==> config.mk <==
export PLATFORM = sky130hd
export DESIGN_NAME = tlb_fifo_lookup_invalidate_unit
export DESIGN_NICKNAME = d
export VERILOG_FILES = /design/src/rtl/core/tflu_pkg.sv /design/src/rtl/core/tflu_ctrl.sv /design/src/rtl/core/tflu_datapath.sv /design/src/rtl/core/tlb_fifo_lookup_invalidate_unit.sv
export SDC_FILE = /design/constraint.sdc
export NUM_CORES = 1
export LEC_CHECK = 0
export BUFFER_PORTS_ARGS = -buffer_cell sky130_fd_sc_hd__buf_2
export CORE_MARGIN = 2
export CORE_UTILIZATION = 30
export DETAILED_ROUTE_END_ITERATION = 10
export GPL_TIMING_DRIVEN = 0
export PLACE_DENSITY = 0.41
export SLEW_MARGIN = 40
export SYNTH_ARGS = -nofsm -noshare
export SYNTH_HDL_FRONTEND = slang
export SYNTH_SLANG_ARGS = --single-unit
==> constraint.sdc <==
create_clock -name clk -period 3.65 [get_ports clk]
set_input_delay 0.365 -clock clk [delete_from_list [all_inputs] [get_ports clk]]
set_output_delay 0.365 -clock clk [all_outputs]
set_load 0.005 [all_outputs]
==> src/rtl/core/tflu_pkg.sv <==
// Shared types and constants for the FIFO-replacement TLB block.
package tflu_pkg;

    localparam int ENTRIES_DEF = 16;

    localparam int OP_W    = 2;
    localparam int PAGE_W  = 8;
    localparam int FRAME_W = 8;
    localparam int SLOT_W  = 4;
    localparam int CNT_W   = 32;

    // operation, page, frame = 18 bits, padded to 3 bytes
    localparam int IN_TDATA_W  = 24;
    // found, frame_out, slot_index, hit_count, fault_count = 77 bits, padded to 10 bytes
    localparam int OUT_TDATA_W = 80;

    typedef enum logic [OP_W-1:0] {
        OP_LOOKUP = 2'd0,
        OP_INSERT = 2'd1,
        OP_INVAL  = 2'd2,
        OP_NONE   = 2'd3
    } op_t;

    typedef struct packed {
        logic capture;   // latch the incoming request
        logic match;     // register the compare vectors
        logic commit;    // update the entries and load the result
    } ctrl_cmd_t;

endpackage

==> src/rtl/core/tflu_ctrl.sv <==
// Sequencer for the TLB: request capture, compare, resolve, result handshake.
module tflu_ctrl (
    input  logic                clk,
    input  logic                rst_n,
    input  logic                s_tvalid,
    output logic                s_tready,
    output logic                m_tvalid,
    input  logic                m_tready,
    output tflu_pkg::ctrl_cmd_t cmd
);
    import tflu_pkg::*;

    typedef enum logic [2:0] {
        ST_IDLE    = 3'b001,
        ST_MATCH   = 3'b010,
        ST_RESOLVE = 3'b100
    } state_t;

    state_t state_reg;
    state_t state_next;
    logic   out_valid_reg;
    logic   out_valid_next;

    assign s_tready    = (state_reg == ST_IDLE);
    assign m_tvalid    = out_valid_reg;
    assign cmd.capture = s_tvalid && s_tready;
    assign cmd.match   = (state_reg == ST_MATCH);
    assign cmd.commit  = (state_reg == ST_RESOLVE) && (!out_valid_reg || m_tready);

    always_comb
    begin
        state_next = state_reg;
        unique case (state_reg)
            ST_IDLE:
            begin
                if (cmd.capture)
                    state_next = ST_MATCH;
            end
            ST_MATCH:
            begin
                state_next = ST_RESOLVE;
            end
            ST_RESOLVE:
            begin
                // hold until the result register is free
                if (cmd.commit)
                    state_next = ST_IDLE;
            end
            default:
            begin
                state_next = ST_IDLE;
            end
        endcase
    end

    always_comb
    begin
        out_valid_next = out_valid_reg;
        if (cmd.commit)
            out_valid_next = 1'b1;
        else if (m_tready)
            out_valid_next = 1'b0;
    end

    always_ff @(posedge clk or negedge rst_n)
    begin
        if (!rst_n)
        begin
            state_reg     <= ST_IDLE;
            out_valid_reg <= 1'b0;
        end
        else
        begin
            state_reg     <= state_next;
            out_valid_reg <= out_valid_next;
        end
    end

    a_capture_to_match: assert property (@(posedge clk) disable iff (!rst_n)
        cmd.capture |=> (state_reg == ST_MATCH))
        else $error("captured request did not enter compare");

    a_match_to_resolve: assert property (@(posedge clk) disable iff (!rst_n)
        (state_reg == ST_MATCH) |=> (state_reg == ST_RESOLVE))
        else $error("compare did not advance to resolve");

    a_commit_shows_result: assert property (@(posedge clk) disable iff (!rst_n)
        cmd.commit |=> m_tvalid)
        else $error("committed result not presented");

    a_stall_holds_resolve: assert property (@(posedge clk) disable iff (!rst_n)
        ((state_reg == ST_RESOLVE) && m_tvalid && !m_tready) |=> (state_reg == ST_RESOLVE))
        else $error("result overwritten while stalled");

endmodule

==> src/rtl/core/tflu_datapath.sv <==
// TLB entry store, parallel compare, lowest-index select, counters and result register.
module tflu_datapath #(
    parameter int ENTRIES = tflu_pkg::ENTRIES_DEF
) (
    input  logic                               clk,
    input  logic                               rst_n,
    input  tflu_pkg::ctrl_cmd_t                cmd,
    input  logic [tflu_pkg::IN_TDATA_W-1:0]    s_tdata,
    output logic [tflu_pkg::OUT_TDATA_W-1:0]   m_tdata
);
    import tflu_pkg::*;

    localparam int IDX_W = $clog2(ENTRIES);
    localparam int PAD_W = OUT_TDATA_W - (1 + FRAME_W + SLOT_W + 2 * CNT_W);

    // captured request
    op_t                op_reg;
    logic [PAGE_W-1:0]  page_reg;
    logic [FRAME_W-1:0] frame_reg;

    // entry store
    logic [PAGE_W-1:0]  entry_page_reg  [ENTRIES];
    logic [FRAME_W-1:0] entry_frame_reg [ENTRIES];
    logic [ENTRIES-1:0] entry_valid_reg;
    logic [ENTRIES-1:0] entry_written_reg;
    logic [IDX_W-1:0]   ptr_reg;
    logic [IDX_W-1:0]   ptr_inc;

    logic [ENTRIES-1:0] page_hit_reg;
    logic [ENTRIES-1:0] frame_hit_reg;

    logic [CNT_W-1:0]   hits_reg;
    logic [CNT_W-1:0]   faults_reg;

    logic               found_reg;
    logic [FRAME_W-1:0] frame_out_reg;
    logic [SLOT_W-1:0]  slot_reg;
    logic               found_next;
    logic [FRAME_W-1:0] frame_out_next;
    logic [SLOT_W-1:0]  slot_next;

    logic [ENTRIES-1:0] sel_vec;
    logic [ENTRIES-1:0] sel_onehot;
    logic               sel_any;
    logic [IDX_W-1:0]   sel_idx;
    logic [FRAME_W-1:0] sel_frame;
    logic [SLOT_W-1:0]  sel_slot;
    logic [SLOT_W-1:0]  ins_slot;
    logic [SLOT_W+IDX_W-1:0] sel_slot_ext;
    logic [SLOT_W+IDX_W-1:0] ins_slot_ext;

    always_ff @(posedge clk)
    begin
        if (cmd.capture)
        begin
            op_reg    <= op_t'(s_tdata[OP_W-1:0]);
            page_reg  <= s_tdata[OP_W +: PAGE_W];
            frame_reg <= s_tdata[OP_W+PAGE_W +: FRAME_W];
        end
    end

    // compare every entry in place
    always_ff @(posedge clk)
    begin
        if (cmd.match)
        begin
            for (int i = 0; i < ENTRIES; i++)
            begin
                page_hit_reg[i]  <= entry_valid_reg[i] && (entry_page_reg[i] == page_reg);
                frame_hit_reg[i] <= entry_written_reg[i] && (entry_frame_reg[i] == frame_reg);
            end
        end
    end

    assign sel_vec    = (op_reg == OP_LOOKUP) ? page_hit_reg : frame_hit_reg;
    // isolate the lowest set bit
    assign sel_onehot = sel_vec & (~sel_vec + ENTRIES'(1));
    assign sel_any    = |sel_vec;

    always_comb
    begin
        sel_idx   = '0;
        sel_frame = '0;
        for (int i = 0; i < ENTRIES; i++)
        begin
            if (sel_onehot[i])
            begin
                sel_idx   = sel_idx | IDX_W'(i);
                sel_frame = sel_frame | entry_frame_reg[i];
            end
        end
    end

    assign ptr_inc = (ptr_reg == IDX_W'(ENTRIES - 1)) ? '0 : ptr_reg + IDX_W'(1);

    // slot field carries the low bits of the entry number
    assign sel_slot_ext = {{SLOT_W{1'b0}}, sel_idx};
    assign ins_slot_ext = {{SLOT_W{1'b0}}, ptr_inc};
    assign sel_slot     = sel_slot_ext[SLOT_W-1:0];
    assign ins_slot     = ins_slot_ext[SLOT_W-1:0];

    always_ff @(posedge clk)
    begin
        if (cmd.commit && (op_reg == OP_INSERT))
        begin
            entry_page_reg[ptr_inc]  <= page_reg;
            entry_frame_reg[ptr_inc] <= frame_reg;
        end
    end

    always_ff @(posedge clk or negedge rst_n)
    begin
        if (!rst_n)
        begin
            entry_valid_reg   <= '0;
            entry_written_reg <= '0;
            ptr_reg           <= IDX_W'(ENTRIES - 1);
            hits_reg          <= '0;
            faults_reg        <= '0;
        end
        else if (cmd.commit)
        begin
            unique case (op_reg)
                OP_LOOKUP:
                begin
                    if (sel_any)
                        hits_reg <= hits_reg + CNT_W'(1);
                    else
                        faults_reg <= faults_reg + CNT_W'(1);
                end
                OP_INSERT:
                begin
                    ptr_reg                    <= ptr_inc;
                    entry_valid_reg[ptr_inc]   <= 1'b1;
                    entry_written_reg[ptr_inc] <= 1'b1;
                end
                OP_INVAL:
                begin
                    if (sel_any)
                        entry_valid_reg[sel_idx] <= 1'b0;
                end
                OP_NONE:
                begin
                end
            endcase
        end
    end

    always_comb
    begin
        found_next     = 1'b0;
        frame_out_next = '0;
        slot_next      = '0;
        unique case (op_reg)
            OP_LOOKUP:
            begin
                if (sel_any)
                begin
                    found_next     = 1'b1;
                    frame_out_next = sel_frame;
                    slot_next      = sel_slot;
                end
            end
            OP_INSERT:
            begin
                slot_next = ins_slot;
            end
            OP_INVAL:
            begin
                if (sel_any)
                begin
                    found_next = 1'b1;
                    slot_next  = sel_slot;
                end
            end
            OP_NONE:
            begin
            end
        endcase
    end

    always_ff @(posedge clk)
    begin
        if (cmd.commit)
        begin
            found_reg     <= found_next;
            frame_out_reg <= frame_out_next;
            slot_reg      <= slot_next;
        end
    end

    // counters only move on commit, so they stay with the waiting result
    assign m_tdata = {{PAD_W{1'b0}}, faults_reg, hits_reg, slot_reg, frame_out_reg, found_reg};

endmodule

==> src/rtl/core/tlb_fifo_lookup_invalidate_unit.sv <==
// Top level of the fully associative TLB with FIFO replacement.
//
// Requests arrive on the s_ group (tvalid/tready/tdata); each carries an
// operation (lookup by page, insert page and frame, invalidate by frame, or none).
// Every request produces exactly one result on the m_ group with the found
// flag, the frame of a lookup hit, the slot touched and the running hit and
// fault counters.
// A request is latched by the capture register, then compared against all
// entries in parallel into a registered match vector; the resolve step
// picks the lowest-index match and updates the store. One request is in
// flight at a time, so the block takes no new request until the last one
// has left the resolve step.
// A waiting result sits in an output register, so the next request is
// accepted and compared while the receiver stalls; it then holds in the
// resolve step until the output register is taken.
// Reset clears all valid and written flags, both counters and the result
// valid, and sets the replacement pointer so the first insert uses slot 0.
module tlb_fifo_lookup_invalidate_unit #(
    parameter int ENTRIES = tflu_pkg::ENTRIES_DEF
) (
    input  logic                              clk,
    input  logic                              rst_n,
    input  logic                              s_tvalid,
    output logic                              s_tready,
    // operation[1:0], page[9:2], frame[17:10], zero pad
    input  logic [tflu_pkg::IN_TDATA_W-1:0]   s_tdata,
    output logic                              m_tvalid,
    input  logic                              m_tready,
    // found[0], frame_out[8:1], slot_index[12:9], hit_count[44:13],
    // fault_count[76:45], zero pad
    output logic [tflu_pkg::OUT_TDATA_W-1:0]  m_tdata
);
    import tflu_pkg::*;

    ctrl_cmd_t cmd;

    tflu_ctrl u_ctrl (
        .clk      (clk),
        .rst_n    (rst_n),
        .s_tvalid (s_tvalid),
        .s_tready (s_tready),
        .m_tvalid (m_tvalid),
        .m_tready (m_tready),
        .cmd      (cmd)
    );

    tflu_datapath #(
        .ENTRIES (ENTRIES)
    ) u_datapath (
        .clk     (clk),
        .rst_n   (rst_n),
        .cmd     (cmd),
        .s_tdata (s_tdata),
        .m_tdata (m_tdata)
    );

endmodule

======== Word level (Yosys, flattened, before mapping) ========
Memory sizes are Yosys's and may differ from the RTL's.
Index checks and enable logic that the tools add are counted.
operators by class
  reductions and logical operators ........ 50
  muxes and demuxes ....................... 49
  add/subtract/negate cells ............... 4
  magnitude comparators ................... 4
  eq/ne operators ......................... 41
  bitwise logic cells ..................... 22
operators by type and width
  operator               count
  $eq 8x8->1             32
  $mux 8                 16
  $or 8x8->8             15
  $add 32x1->32 const B  2
  $mux 4                 10
  $logic_and 1x1->1      37
  $and 16x16->16         2
  $mux 16                2
  $not 16->16            2
  $or 16x16->16          2
  $pmux 16 s2            1
  $mux 3                 6
  $add 16x1->16 const B  1
  $reduce_or 16->1       1
  $lt 4x5->1 const B     2
  $pmux 3 s3             1
  $reduce_and 3->1       3
  $demux 1 s4            2
  $ge 4x1->1 const B     2
  $mux 1                 8
  $pmux 4 s2             1
  $reduce_and 2->1       3
  $add 4x1->4 const B    1
  $eq 4x4->1 const B     1
  other kinds (14)       17
word-level totals
  word-level logic and storage cells ...... 187
  output and inout port bits .............. 82
  memories ................................ 2
  RAM bits ................................ 256
  flip-flop bits (word level) ............. 167
  input port bits ......................... 28
memories
  memory                      depth  bits a word  rd ports  clocked after Yosys merged registers in  wr ports  line                 text
  u_datapath.entry_frame_reg  16     8            16        0                                        1         tflu_datapath.sv:23  logic [FRAME_W-1:0] entry_frame_reg [ENTRIES];
  u_datapath.entry_page_reg   16     8            16        0                                        1         tflu_datapath.sv:22  logic [PAGE_W-1:0] entry_page_reg [ENTRIES];

======== Longest topological paths before layout ========
  depth in word-level cells ............... 36
  mapped depth ............................ 12

======== By module ========
A second synthesis with hierarchy kept.
unflattened totals
  cells, all modules ...................... 1361
  area total of the unflattened synthesis .. 18754.2 um^2
by module, submodules not included
  module         sequential area each (um^2)  area an instance (um^2)  times used  cells an instance
  tflu_datapath  12086.6                      18525.3                  1           1341
  tflu_ctrl      101.3                        229.0                    1           20

======== Worst setup path after synthesis ========
Ideal clock, no wire load.
  path type ............................... register -> register
  from .................................... register u_datapath.op_reg[1]
  to ...................................... memory u_datapath.entry_frame_reg[8][0] (enable)
  required time ........................... 3237 ps
  stages on the path, launching flop included .. 7
  setup time .............................. 413 ps
  buffers on the path ..................... 2
  setup slack ............................. 419 ps
  arrival ................................. 2818 ps
  cell sequence ........................... edfxtp_1 buf_2 clkbuf_1 nand2b_1 nor3_1 nand3_1 nor3_1
between the ends
  longest elaborated chain between the ends .. 4
RTL lines
  element                       line                  text
  start: declaration            tflu_datapath.sv:17   op_t op_reg;
  start signal: assignment      tflu_datapath.sv:56   op_reg <= op_t'(s_tdata[OP_W-1:0]);
  $eq 2x1->1                    tflu_datapath.sv:104  if (cmd.commit && (op_reg == OP_INSERT))
  $logic_and 1x1->1             tflu_datapath.sv:104
  $mux 1                        tflu_datapath.sv:104
  $mux 1 (implied by the code)  tflu_datapath.sv:107  entry_frame_reg[ptr_inc] <= frame_reg;
  end: declaration              tflu_datapath.sv:23
Every way passes these cells.

======== Worst setup path in the final report ========
  from .................................... register u_datapath.op_reg[1]
  to ...................................... register u_datapath.frame_out_reg[6] (data pin)
between the ends
  longest elaborated chain between the ends .. 36
  elaborated cells on any way between the ends .. 38
RTL lines
  element                 line                                       text
  $logic_not 2->1 (*)     tflu_datapath.sv:75, tflu_datapath.sv:154
  $mux 16                 tflu_datapath.sv:75                        assign sel_vec = (op_reg == OP_LOOKUP) ? page_hit_reg : frame_hit_reg;
  $not 16->16             tflu_datapath.sv:77                        assign sel_onehot = sel_vec & (~sel_vec + ENTRIES'(1));
  $add 16x1->16           tflu_datapath.sv:77
  $and 16x16->16          tflu_datapath.sv:77
  $mux 8                  tflu_datapath.sv:86                        if (sel_onehot[i])
  $or 8x8->8              tflu_datapath.sv:89                        sel_frame = sel_frame | entry_frame_reg[i];
  $mux 8                  tflu_datapath.sv:86
  [... 20 more ...]       --
  $or 8x8->8              tflu_datapath.sv:89
  $mux 8                  tflu_datapath.sv:86
  $or 8x8->8              tflu_datapath.sv:89
  $mux 8                  tflu_datapath.sv:86
  $or 8x8->8              tflu_datapath.sv:89
  $mux 8                  tflu_datapath.sv:86
  $or 8x8->8              tflu_datapath.sv:89
  $mux 8                  tflu_datapath.sv:86
  end signal: assignment  tflu_datapath.sv:187                       frame_out_reg <= frame_out_next;
  end: declaration        tflu_datapath.sv:36                        logic [FRAME_W-1:0] frame_out_reg;
Every way passes the cells marked *; elsewhere a longest branch is shown, timed or not.
A chain may end at the register's enable or synchronous reset.

==> qor.txt <==
status: finished clean
WL per Instance: 22.2 µm
vias post-DR: 11619
nets@finish: 1582
largest net degree at the start of global routing: 56
switching share of power: 28.4%
dominant cells by area after synthesis: edfxtp_1 52%, dfrtp_1 13%, xor2_1 8.1%, xnor2_1 7.0%, nor4_1 2.0%
setup TNS: 0 ns
total CTS buffers: 50
RSZ-0062 raised after global routing: true
crit-path max cell delay: 0.48 ns
Post-Syn Area: 18500 µm²
Hold Crit Class: primary input to register
relative slew slack: 45.3%
startpoint types: register
worst-path maximum fanout: 10
Yosys top cell area share: 51.8%
share of layout cells above drive strength 1: 19.7%
final max-slew violation count: 0
CP max-delay cell: mux2_2
Peak VDD IR: 0.302 mV
clock root buffer: clkbuf_16
CTS max path bufs: 3
sequential share of the synthesized area: 65.9%
final hold vios: 0
Pre-antenna DRT Iters: 7
Net Sw Power: 3.53 mW
# diodes: 0
Vert. Die Dim: 252 µm
top-count cell post-synth: edfxtp_1
first-pass GRT wire length: 78.1 mm
clk sinks: 423
WL final: 52.8 mm
vias in the first global route: 11653
Post-synth EDFFs: 319
clk_lat worst skew: 0.60 ns
CP top delay family: compound AO/OA/AOI/OAI gates
post-route total power: 12.4 mW
fillers: 5919
Seq pwr share: 46.6%
most area-hungry cell type in the Yosys netlist: edfxtp_1
placed cell areas: 20600 µm²
H-tree depth: 2
cell count after synthesis: 1332
Worst Skew: 0.0271 ns
# rows: 91
Worst-Margin Slew: 0.820 ns
Final Cell Area: 22500 µm²
RR Startpoint: u_datapath.op_reg[1]
global-route total usage across every layer: 16.6%
fin crit period: 3.54 ns
Initial Utilization: 30.1%
power per cell area: 553 nW/µm²
Area Growth Syn to Fin: 21.8%
ys async rst share: 24.6%
port bufs: 100
initial antenna violation count: 0
CTS tree: built
WP buf/inv: 2
Clk pwr share: 38.0%
Gate power share: 15.5%
Lkg Pwr: 8.27 nW
WP data required: 3.95 ns
# setup viols final: 0
Cell variety after synth: 65
Max-Cap Viols: 0
critical path type: register to register
Clk pin slew, worst setup/hold paths: 0.06 ns
CP startpoint: u_datapath.op_reg[1]
Inst Count DP: 2256
Die Footprint: 63600 µm²
CP Capture Type: register
FF+latch count, synth: 423
GRT Residual Overflow: 0
top-level I/O count: 110
Detail Route Antenna Nets: 0
f_max: 283 MHz
Mapped Avg Cell Area: 13.9 µm²
Worst Min Path Start: m_tready
First DRT Iteration DRCs: 735
detailed placer's ending HPWL: 37.2 mm
Top FF cell, synth: edfxtp_1
worst path cell trace: buf_2 -> nor2_2 -> clkbuf_2 -> mux2_2 -> a22o_1 -> a22oi_1 -> nand4_1 -> a221oi_1 -> a31oi_1
Pint: 8.92 mW
synth cell count leaders: 319 x edfxtp_1, 172 x xor2_1, 148 x xnor2_1
vias per cell: 4.88
Final WS setup: 0.112 ns
DRC Markers: 0
Tcrit/Tclk final: 96.9%
synth warn: 0
Place WS: -0.274 ns
fin cells: 2379
core box area: 61400 µm²
Worst EP arrival: 3.84 ns
Final Wtd Congestion: 0.801
Die Wd: 252 µm
-- worst register-to-register path: stages, from the launching register on --
cell      delay [ns]
edfxtp_1        0.36
buf_2           0.21
nor2_2          0.42
clkbuf_2        0.42
mux2_2          0.48
a22o_1          0.23
a22oi_1         0.33
nand4_1         0.16
a221oi_1        0.47
a31oi_1         0.18
-- area by class of cell --
class | count | area [µm²] | share of cell area, %
Timing Repair Buffer | 162 | 1210 | 5.39
Inverter | 13 | 48.8 | 0.217
Buffer | 58 | 267 | 1.18
Clock inverter | 13 | 80.1 | 0.356
Tap cell | 790 | 988 | 4.39
Multi-Input combinational cell | 840 | 6270 | 27.9
Sequential cell | 423 | 12200 | 54.1
Clock buffer | 80 | 1450 | 6.46
-- timing repair --
action,CTS,global route
setup buffers,0,4
pin swaps,0,0
resized for setup,5,12
hold endpoints to repair,68,0
hold buffers,20,0
endpoints found under the setup margin,42,42
-- kinds of logic after synthesis --
group                    after synthesis  share of synthesized area [%]
AO/OA/AOI/OAI                        125                           4.97
buffers and inverters                 71                           1.57
XOR/XNOR                             320                           15.2
other                                  1                         0.0203
adder cells (fa/ha/maj)                6                          0.406
multiplexers                          10                          0.575
AND/OR/NAND/NOR                      376                           11.4
flip-flops                           423                           65.9
-- power groups by stage --
stage | Clock [mW] | Sequential (mW) | Combinational (mW)
floorplan | 0 | 5.78 | 1.10
global placement | 0 | 5.98 | 1.67
detailed placement | 0 | 5.96 | 1.78
CTS | 4.89 | 5.87 | 1.81
global route | 5.05 | 5.82 | 2.09
finish | 4.73 | 5.80 | 1.92
-- layer usage --
| layer | global-route usage [%] | up-vias | share of wire, % |
|---|---|---|---|
| met5 | 0 | - | 0 |
| met4 | 4.06 | 0 | 1.9 |
| met3 | 2.77 | 70 | 4.4 |
| met2 | 26.8 | 274 | 46 |
| met1 | 23.2 | 5864 | 47 |
| li1 | - | 5411 | - |
-- cell usage in the layout (no fill, tap or decap), types with 6 or more instances in the layout --
master,n
clkinv_2,7
clkbuf_16,50
clkbuf_2,18
buf_8,13
clkbuf_1,47
dfrtp_1,99
nor2_4,13
nor3_1,18
nand2_1,47
a21oi_1,25
a222oi_1,9
inv_1,13
buf_4,17
a22o_1,15
buf_2,112
nor4_1,60
nor3_2,7
edfxtp_1,319
or2_2,16
a221oi_1,15
nand4_1,40
xor2_1,172
a31oi_1,16
a22oi_1,17
buf_6,6
and3_1,29
nor2_1,40
nand3_1,58
xnor2_1,147
ha_1,6
dlygate4sd3_1,20
clkbuf_8,9
nand2b_1,8
-- worst paths after layout --
path	to	slack (ns)	depth (start not counted)
worst max-delay path	u_datapath.frame_out_reg[6]	0.11	9
worst min-delay path	u_ctrl.m_tvalid	0.22	3
worst max register to register	u_datapath.frame_out_reg[6]	0.11	9
worst min register to register	u_datapath.entry_written_reg[2]	0.46	1
max in group asynchronous	u_datapath.entry_written_reg[15]	2.72	3
min in group asynchronous	u_datapath.hits_reg[14]	0.30	2
-- per-stage QoR --
step | utilization, % | hold WS, ns
3_3_place_gp | 32.6 | 0.443
5_1_grt | 36.7 | 0.193
3_5_place_dp | 33.5 | 0.337
2_1_floorplan | - | 0.0694
4_1_cts | 36.4 | 0.156
6_report | 36.7 | 0.215
(Power assumes the default switching activity.)
